[config.mk]
export PLATFORM = sky130hd
export DESIGN_NAME = button_tap_double_hold_classifier
export DESIGN_NICKNAME = d
export VERILOG_FILES = /design/src/hdl/btdhc_pkg.sv /design/src/hdl/button_tap_double_hold_classifier.sv
export SDC_FILE = /design/constraint.sdc
export NUM_CORES = 1
export LEC_CHECK = 0
export ABC_AREA = 0
export BUFFER_PORTS_ARGS = -buffer_cell sky130_fd_sc_hd__buf_2
export CAP_MARGIN = 20
export CORE_MARGIN = 2
export CORE_UTILIZATION = 60
export CTS_CLUSTER_DIAMETER = 200
export DETAILED_ROUTE_END_ITERATION = 10
export GPL_TIMING_DRIVEN = 0
export PLACE_DENSITY = 0.89
export SLEW_MARGIN = 10
export SYNTH_ARGS = -nofsm -noshare
export SYNTH_HDL_FRONTEND = slang
export SYNTH_SLANG_ARGS = --single-unit
[constraint.sdc]
create_clock -name clk -period 8 [get_ports clk]
set_input_delay 1.2 -clock clk [delete_from_list [all_inputs] [get_ports clk]]
set_output_delay 1.2 -clock clk [all_outputs]
set_load 0.02 [all_outputs]
[src/hdl/btdhc_pkg.sv]
`timescale 1ns / 1ps
// ----------------------------------------------------------------------------
// btdhc_pkg
// Shared types and codes for the button tap / double-tap / hold classifier.
// ----------------------------------------------------------------------------
package btdhc_pkg;

  localparam int TIME_W  = 32;
  localparam int DELAY_W = 16;
  localparam int CFG_IDX_W = 2;

  typedef logic [1:0]         opcode_t;
  typedef logic [1:0]         command_t;
  typedef logic [TIME_W-1:0]  ms_t;
  typedef logic [DELAY_W-1:0] delay_t;
  typedef logic [CFG_IDX_W-1:0] cfg_idx_t;

  // Input item kinds
  localparam opcode_t OP_PRESS   = 2'd0;
  localparam opcode_t OP_RELEASE = 2'd1;
  localparam opcode_t OP_TICK    = 2'd2;

  // Result codes
  localparam command_t CMD_HOLD   = 2'd0;
  localparam command_t CMD_DOUBLE = 2'd1;
  localparam command_t CMD_HINT   = 2'd2;
  localparam command_t CMD_SINGLE = 2'd3;

  // Configuration register indexes
  localparam cfg_idx_t REG_HOLD_DELAY = 2'd0;
  localparam cfg_idx_t REG_DTAP_WIN   = 2'd1;

  localparam delay_t HOLD_DELAY_RST = 16'd500;
  localparam delay_t DTAP_WIN_RST   = 16'd300;

endpackage

[src/hdl/button_tap_double_hold_classifier.sv]
`timescale 1ns / 1ps
// ----------------------------------------------------------------------------
// button_tap_double_hold_classifier
// Classifies one button's timestamped down/up/tick words into hold,
// double-tap, single-tap hint and confirmed single-tap commands.
// ----------------------------------------------------------------------------
// Usage:
//   Input stream (s_*): one word per event; s_tuser carries the event kind
//   (press, release, tick), s_tdata the 32-bit millisecond timestamp.
//   Output stream (m_*): zero or one command word per input word, command
//   code in the low bits of m_tdata.
//   Config channel (cfg_*): index 0 hold delay, index 1 double-tap window,
//   both in ms; always ready, write only while the block is idle.
// Timing:
//   A word taken into the input register is classified when the classify
//   stage advances, and its command (if any) lands in the output register.
//   One word per cycle is sustained while the output is not stalled; the
//   single classify stage (32-bit subtract and compare) sets that rate.
// Reset: rst (sync, active high) clears the button state and the pipeline
//   and loads 500 ms hold delay and 300 ms window.
// Stall: while a command waits on m_tready, the input register holds and
//   s_tready drops once it is full; no word is lost or repeated.
// ----------------------------------------------------------------------------
module button_tap_double_hold_classifier
  import btdhc_pkg::*;
(
  input  logic        clk,
  input  logic        rst,
  // input stream
  input  logic        s_tvalid,
  output logic        s_tready,
  input  logic [31:0] s_tdata,   // [31:0] now_ms
  input  logic [1:0]  s_tuser,   // [1:0] opcode
  // output stream
  output logic        m_tvalid,
  input  logic        m_tready,
  output logic [7:0]  m_tdata,   // [1:0] command, [7:2] zero
  // configuration writes
  input  logic        cfg_valid,
  output logic        cfg_ready,
  input  logic [1:0]  cfg_index,
  input  logic [15:0] cfg_data
);

  // configuration
  delay_t hold_delay_ms;
  delay_t double_tap_window_ms;

  // button state
  logic key_is_down,        key_is_down_next;
  ms_t  press_time,         press_time_next;
  logic hold_reported,      hold_reported_next;
  logic tap_pending,        tap_pending_next;
  ms_t  pending_since,      pending_since_next;
  ms_t  last_release_time,  last_release_time_next;
  logic last_release_valid, last_release_valid_next;

  // input register
  logic    s1_valid;
  opcode_t s1_op;
  ms_t     s1_now;
  logic    s1_go;

  // classify results
  logic     res_valid;
  command_t res_cmd;
  command_t out_cmd;

  ms_t  press_base;
  ms_t  press_elapsed;
  ms_t  release_elapsed;
  ms_t  pending_elapsed;
  logic press_long;

  assign cfg_ready = 1'b1;

  // config register writes
  always_ff @(posedge clk) begin
    if (rst) begin
      hold_delay_ms        <= HOLD_DELAY_RST;
      double_tap_window_ms <= DTAP_WIN_RST;
    end else if (cfg_valid && cfg_ready) begin
      case (cfg_index)
        REG_HOLD_DELAY: hold_delay_ms        <= cfg_data;
        REG_DTAP_WIN:   double_tap_window_ms <= cfg_data;
        default: ;
      endcase
    end
  end

  // handshake: classify stage advances when the output register is free
  assign s1_go    = s1_valid && (!m_tvalid || m_tready);
  assign s_tready = !s1_valid || s1_go;

  // input register
  always_ff @(posedge clk) begin
    if (rst) begin
      s1_valid <= 1'b0;
    end else if (s_tready) begin
      s1_valid <= s_tvalid;
    end
  end

  always_ff @(posedge clk) begin
    if (s_tvalid && s_tready) begin
      s1_op  <= s_tuser;
      s1_now <= s_tdata;
    end
  end

  // elapsed times, modulo 2^32
  assign press_base      = key_is_down ? press_time : s1_now;
  assign press_elapsed   = s1_now - press_base;
  assign release_elapsed = s1_now - last_release_time;
  assign pending_elapsed = s1_now - pending_since;
  assign press_long      = press_elapsed >= {{(TIME_W-DELAY_W){1'b0}}, hold_delay_ms};

  // classify one word
  always_comb begin
    key_is_down_next        = key_is_down;
    press_time_next         = press_time;
    hold_reported_next      = hold_reported;
    tap_pending_next        = tap_pending;
    pending_since_next      = pending_since;
    last_release_time_next  = last_release_time;
    last_release_valid_next = last_release_valid;
    res_valid               = 1'b0;
    res_cmd                 = CMD_HOLD;
    case (s1_op)
      OP_PRESS: begin
        // first down of a press starts the timer
        if (!key_is_down) begin
          key_is_down_next   = 1'b1;
          press_time_next    = s1_now;
          hold_reported_next = 1'b0;
        end
        if ((!key_is_down || !hold_reported) && press_long) begin
          hold_reported_next      = 1'b1;
          tap_pending_next        = 1'b0;
          last_release_valid_next = 1'b0;
          res_valid               = 1'b1;
          res_cmd                 = CMD_HOLD;
        end
      end
      OP_RELEASE: begin
        if (key_is_down) begin
          key_is_down_next = 1'b0;
          if (hold_reported) begin
            // release after a hold: silent
            hold_reported_next      = 1'b0;
            last_release_valid_next = 1'b0;
          end else if (press_long) begin
            // long release: silent
            last_release_valid_next = 1'b0;
          end else if (last_release_valid &&
                       release_elapsed <= {{(TIME_W-DELAY_W){1'b0}},
                                           double_tap_window_ms}) begin
            tap_pending_next       = 1'b0;
            last_release_time_next = s1_now;
            res_valid              = 1'b1;
            res_cmd                = CMD_DOUBLE;
          end else begin
            tap_pending_next        = 1'b1;
            pending_since_next      = s1_now;
            last_release_time_next  = s1_now;
            last_release_valid_next = 1'b1;
            res_valid               = 1'b1;
            res_cmd                 = CMD_HINT;
          end
        end
      end
      OP_TICK: begin
        if (tap_pending &&
            pending_elapsed >= {{(TIME_W-DELAY_W){1'b0}}, double_tap_window_ms}) begin
          tap_pending_next = 1'b0;
          res_valid        = 1'b1;
          res_cmd          = CMD_SINGLE;
        end
      end
      default: ;
    endcase
  end

  // button state update
  always_ff @(posedge clk) begin
    if (rst) begin
      key_is_down        <= 1'b0;
      press_time         <= '0;
      hold_reported      <= 1'b0;
      tap_pending        <= 1'b0;
      pending_since      <= '0;
      last_release_time  <= '0;
      last_release_valid <= 1'b0;
    end else if (s1_go) begin
      key_is_down        <= key_is_down_next;
      press_time         <= press_time_next;
      hold_reported      <= hold_reported_next;
      tap_pending        <= tap_pending_next;
      pending_since      <= pending_since_next;
      last_release_time  <= last_release_time_next;
      last_release_valid <= last_release_valid_next;
    end
  end

  // output register
  always_ff @(posedge clk) begin
    if (rst) begin
      m_tvalid <= 1'b0;
    end else if (s1_go && res_valid) begin
      m_tvalid <= 1'b1;
    end else if (m_tready) begin
      m_tvalid <= 1'b0;
    end
  end

  always_ff @(posedge clk) begin
    if (s1_go && res_valid) begin
      out_cmd <= res_cmd;
    end
  end

  assign m_tdata = {6'd0, out_cmd};

`ifndef SYNTH
  // a hold can only be reported while the key is down
  a_hold_needs_down: assert property (@(posedge clk) disable iff (rst)
    hold_reported |-> key_is_down)
    else $error("hold_reported set with key up");

  // a stalled command never gets overwritten by the classify stage
  a_no_overrun: assert property (@(posedge clk) disable iff (rst)
    (m_tvalid && !m_tready) |-> !s1_go)
    else $error("classify stage advanced over a stalled command");

  // a hold result marks the press as reported
  a_hold_marks: assert property (@(posedge clk) disable iff (rst)
    (s1_go && res_valid && res_cmd == CMD_HOLD) |=> hold_reported)
    else $error("hold emitted without marking press");

  // a hint opens the pending window and validates the release
  a_hint_opens: assert property (@(posedge clk) disable iff (rst)
    (s1_go && res_valid && res_cmd == CMD_HINT) |=>
      (tap_pending && last_release_valid && !key_is_down))
    else $error("hint without pending window");

  // a confirmed single tap closes the pending window
  a_single_closes: assert property (@(posedge clk) disable iff (rst)
    (s1_go && res_valid && res_cmd == CMD_SINGLE) |=> !tap_pending)
    else $error("single tap left window pending");
`endif

endmodule

# ---- After elaboration in Yosys (flattened, before gate mapping)
# Index checks and enable logic that the tools add are counted.
dict set report word_totals {
  elab_cells 92
  out_inout_bits 11
  register_bits 170
  input_bits 57
}
dict set report op_classes {
  n_lt_le_gt_ge 3
  n_bitwise 3
  eq_ne 10
  n_reduce_logical 27
  mux 32
  add_sub_neg 3
}
# operator n
set ops {}
lappend ops {{$sub 32x32->32} 3}
lappend ops {{$ge 32x16->1} 2}
lappend ops {{$le 32x16->1} 1}
lappend ops {{$mux 32} 1}
lappend ops {{$mux 1} 20}
lappend ops {{$mux 2} 5}
lappend ops {{$ne 2x2->1 const B} 5}
lappend ops {{$reduce_and 5->1} 2}
lappend ops {{$reduce_and 2->1} 4}
lappend ops {{$reduce_and 7->1} 1}
lappend ops {{$logic_and 1x1->1} 6}
lappend ops {{$pmux 1 s2} 3}
lappend ops {{$pmux 1 s3} 2}
lappend ops {{$reduce_and 6->1} 1}
lappend ops {{$eq 2x1->1 const B} 2}
lappend ops {{$logic_not 1->1} 4}
lappend ops {{$logic_not 2->1} 2}
lappend ops {{$ne 4x4->1 const B} 1}
lappend ops {{$pmux 2 s2} 1}
lappend ops {{$reduce_and 4->1} 1}
lappend ops {{$reduce_bool 2->1} 2}
lappend ops {{$logic_or 1x1->1} 3}
lappend ops {{$ne 3x3->1 const B} 1}
lappend ops {{$not 1->1} 3}
lappend ops {{2 further kinds} 2}

# ---- Logic depth before layout (Yosys ltp)
dict set report logic_depth {
  ltp_word 9
  mapped_depth 28
  mapped_depth_nobuf 22
}

# ---- Worst setup path after synthesis
# Ideal clock, no wire load.
dict set report synth_timing {
  path_kind {flip-flop to flip-flop}
  start {register key_is_down}
  end {register pending_since[10]}
  path_stages_with_launch 27
  path_buffers 7
  synth_period_minus_slack_ps 6015
  arrival_ps 5943
  t_required_ps 7928
  setup_time_ps 72
  setup_slack_ps 1985
  cell_sequence {dfxtp_1 -> clkbuf_1 -> clkbuf_1 -> buf_1 -> mux2i_1 -> ha_1 -> clkbuf_1 -> nand4_1 -> nor3_1 -> o21ai_1 -> nand2_1 -> xor2_1 -> ha_1 -> a21o_1 -> a21oi_1 -> nor2_1 -> a211oi_1 -> nand4_1 -> or4_1 -> or4_1 -> nor4_2 -> and4_1 -> buf_4 -> and2b_1 -> buf_6 -> buf_12 -> mux2i_1}
}
dict set report synth_between {
  elab_chain_cells 5
}
# element line
set synth_lines {}
lappend synth_lines {{start: declaration} button_tap_double_hold_classifier.sv:50} ;# logic key_is_down, key_is_down_next;
lappend synth_lines {{start signal: assignment} button_tap_double_hold_classifier.sv:195} ;# key_is_down <= key_is_down_next;
lappend synth_lines {{$mux 32} n/a}
lappend synth_lines {{$sub 32x32->32} button_tap_double_hold_classifier.sv:113} ;# assign press_elapsed = s1_now - press_base;
lappend synth_lines {{$ge 32x16->1} button_tap_double_hold_classifier.sv:116} ;# assign press_long = press_elapsed >= {{(TIME_W-DELAY_W){1'b0}}, hold_delay_ms};
lappend synth_lines {{$not 1->1 (no line)} n/a}
lappend synth_lines {{$reduce_and 6->1 (no line) (*)} n/a}
lappend synth_lines {{end signal: assignment} button_tap_double_hold_classifier.sv:199} ;# pending_since <= pending_since_next;
lappend synth_lines {{end: declaration} button_tap_double_hold_classifier.sv:54} ;# ms_t pending_since, pending_since_next;
# Every way passes the cells marked *; elsewhere a longest branch is shown, timed or not.
# A chain may end at the register's enable or synchronous reset.

# ---- Final worst setup path
dict set report layout_timing {
  start {register key_is_down}
  end {register pending_since[20]}
}
dict set report layout_between {
  elab_chain_cells 5
}
# element line
set layout_lines {}
lappend layout_lines {{$mux 32} n/a}
lappend layout_lines {{net press_base[0]} button_tap_double_hold_classifier.sv:69} ;# ms_t press_base;
lappend layout_lines {{$sub 32x32->32} button_tap_double_hold_classifier.sv:113}
lappend layout_lines {{$ge 32x16->1} button_tap_double_hold_classifier.sv:116}
lappend layout_lines {{$not 1->1 (no line)} n/a}
lappend layout_lines {{$reduce_and 6->1 (no line)} n/a}
# The timed path passes the listed nets, and every way through them passes these cells.

==> out/results.tsv <==
stage	metric	value	unit
outcome	status	finished clean	
routing	via_per_inst	6.27	
synthesis	syn_area	13800	um^2
routing	drc	0	
synthesis	synth_top_area_cell	dfxtp_1	
timing	worst_slack	421	ps
setup_path	critPathKind	reg2reg	
synthesis	synth_edf_count	36	
timing	tns	0	ps
synthesis	ys_types	78	
setup_path	r2r-end	pending_since[20]	
cts	htreeDepth	4	
cts	cts_tree	built	
timing	drv_slew	0	
setup_path	reg2reg_depth	26	
cts	cts_buffer_depth	2	
grt	grt.total_usage	33.1	%
cts	cts_setup_buffers	0	
synthesis	ys_seq_area_share	27.2	%
die	die_area	24300	um^2
routing	avgRoutedWirePerCell	19.0	um
die	io_pins	68	
grt	grt_pass1_wl	64300	um
timing	max_freq	132	MHz
cts	holdBufCountCts	0	
power	power_density	160	nW/um^2
die	floorplan.rows	55	
timing	setup_viol_count_final	0	
final_layout	fin_util	67.0	%
power	power_switching	853	uW
timing	hold_violations	0	
setup_path	required	8360	ps
routing	vias	13200	
setup_path	cpPeakStageDelay	590	ps
placed_design	gp_congestion	0.976	
setup_path	crit_path_max_fanout	10	
cts	cts.sinks	170	
placed_design	dp_hpwl	31400	um
power	combPwrFrac	25.9	%
grt	grt_pass1_vias	12800	
setup_path	critPathLaunchType	flip-flop	
power	power.internal	1.58	mW
job	drv_cap	0	
cts	cts_resized	0	
final_layout	areaGrowthSynthToFinish	9.68	%
final_layout	drive_gt1_share	7.63	%
timing	min_period	7580	ps
setup_path	critPathSlowestCell	clkbuf_1	
power	power_frac_clock	35.8	%
die	core-area	22600	um^2
synthesis	synthFlopType	dfxtp_1	
synthesis	postSynthCellCount	1724	
synthesis	yosysWarnings	0	
timing	tightestPinTransition	1120	ps
die	chipWidth	156	um
hold_path	hold_class	reg2reg	
grt	grt_max_degree	22	
power	sw_frac_of_total	35.1	%
placed_design	portBuffers	59	
cts	numCtsBuffers	17	
routing	drt-initial-drc-count	984	
cts	clk_root_buffer_cell	clkbuf_16	
die	fp.dieH	156	um
cts	clk_latency	450	ps
setup_path	crit_arrival	7930	ps
synthesis	yosys-top-cells-area	dfxtp_1, ha_1, edfxtp_1, mux2i_1, nand2_1	
final_layout	diodes	0	
timing	rsz0062_at_grt	no	
synthesis	synth-seq-cells	170	
setup_path	crit_path_end_kind	flip-flop	
timing	post-route-period-util	94.7	%
timing	hold_ws	461	ps
timing	skew	20.2	ps
setup_path	critPathCapture	pending_since[20]	
synthesis	synth_top_cell_area_share	19.4	%
grt	gr-total-overflow	0	
final_layout	fin_nets	2016	
placed_design	dpl_worst_slack	545	ps
routing	routed_wl	39900	um
power	seqPwrFrac	38.3	%
die	initial_core_util	61.1	%
setup_path	r2r_slack	420	ps
routing	antenna_left	0	
synthesis	async_reset_ff_share	0	%
synthesis	syn_area_per_cell	8.03	um^2
power	cellLeakagePower	5.84	nW
setup_path	reg2reg_from	key_is_down	
setup_path	startpoint	key_is_down	
cts	path_clk_slew	90	ps
grt	antenna_found_initial	0	
timing	relSlewSlack	25.4	%
routing	first_pass_iters	5	
power	vdd_ir_drop_max	0.000154	V
## layout by cell type, fill, tap and decap left out, types with 34 or more instances in the layout
cell type	count
ha_1	148
inv_1	126
mux2i_1	107
a21oi_1	144
a21o_1	43
nand2_1	223
a211oi_1	46
buf_2	71
xnor2_1	35
dfxtp_1	134
nand4_1	34
clkbuf_1	58
o21ai_0	67
edfxtp_1	36
nor2_1	131
## routing by layer
layer | up-vias | global-route usage (%) | wire length, um
met5 | - | 0 | 0
met2 | 497 | 56.0 | 18600
met4 | 0 | 12.0 | 1310
met1 | 6215 | 42.6 | 16900
met3 | 104 | 5.75 | 3170
li1 | 6392 | - | -
## Yosys cell counts (5+ instances only)
library cell    n
xnor2_1        35
nor3b_1         5
a2111oi_0       8
inv_1         126
nor3_1         20
o21ai_1         8
nor4_1         20
a211oi_1       46
or4_1           7
o21bai_1        6
xor2_1         27
a211o_1         8
buf_4          11
o2111ai_1       5
nand2_1       223
ha_1          148
a21o_1         43
clkbuf_1       58
nand4_1        34
buf_2          12
o21ai_0        67
mux2i_1       107
edfxtp_1       36
o22ai_1         6
a31oi_1        15
o211ai_1       28
nand2b_1       13
nand3_1        22
a21boi_0        5
nor2b_1        13
nor2_1        131
a21oi_1       144
o21a_1         27
or3_1          14
and2_1         13
and4_1          6
dfxtp_1       134
and3_1         11
## sequential cells by signal, indices dropped and copies added (netlist names)
register,count
s1_now,32
last_release_valid,1
m_tvalid,1
press_time,32
s1_valid,1
pending_since,32
out_cmd,2
double_tap_window_ms,16
hold_delay_ms,16
last_release_time,32
hold_reported,1
key_is_down,1
tap_pending,1
s1_op,2
## kinds of logic after synthesis
| logic type | Yosys count | share of synthesized area [%] |
|---|---|---|
| flops | 170 | 27.2 |
| other cells | 2 | 0.0543 |
| compound gates | 466 | 22.0 |
| xor+xnor | 62 | 3.92 |
| buf+inv | 216 | 6.73 |
| fa+ha+maj | 151 | 13.8 |
| simple gates | 549 | 18.5 |
| mux | 108 | 7.82 |
## per-stage QoR
step	instances	cell area, um^2	power (mW)
after floorplan	1729	13900	1.40
after global placement	2073	14500	1.54
after detailed placement	2074	14500	1.56
after CTS	2106	15200	2.42
after global routing	2106	15200	2.54
final	2106	15200	2.43
## worst min-delay path by stage
| stage | from | slack [ps] | depth (start not counted) | to |
|---|---|---|---|---|
| after CTS | double_tap_window_ms[11] | 460 | 2 | double_tap_window_ms[11] |
| after floorplan | pending_since[10] | 430 | 2 | pending_since[10] |
| after detailed placement | pending_since[11] | 450 | 2 | pending_since[11] |
| final | hold_delay_ms[14] | 460 | 2 | hold_delay_ms[14] |
| after global routing | hold_delay_ms[14] | 480 | 2 | hold_delay_ms[14] |
| after global placement | pending_since[8] | 440 | 2 | pending_since[8] |
## area by class of cell
cell class / instances / area [um^2]
Clock buffer: 17 / 425
Fill cell: 1814 / 7460
Timing Repair Buffer: 60 / 323
Buffer: 89 / 455
Clock inverter: 15 / 214
Sequential cell: 170 / 3760
Inverter: 127 / 477
Tap cell: 285 / 357
Multi-Input combinational cell: 1343 / 9170
## critical path: cells and delay by family (launching register included)
family	cells	cell delay (ps)
AOI/OAI and AO/OA	6	1320
xor gates and xnor gates	1	190
adders and majority gates	3	980
buffers and inverters	6	1980
DFF	1	320
muxes	1	220
and+or+nand+nor	9	2500
## power groups by stage
stage	registers (mW)	logic [mW]	clock network (mW)
floorplan	0.934	0.462	0
global placement	0.948	0.594	0
detailed placement	0.949	0.610	0
CTS	0.930	0.617	0.872
global route	0.933	0.697	0.908
finish	0.932	0.630	0.870
Power figures use the tool's default switching activity.
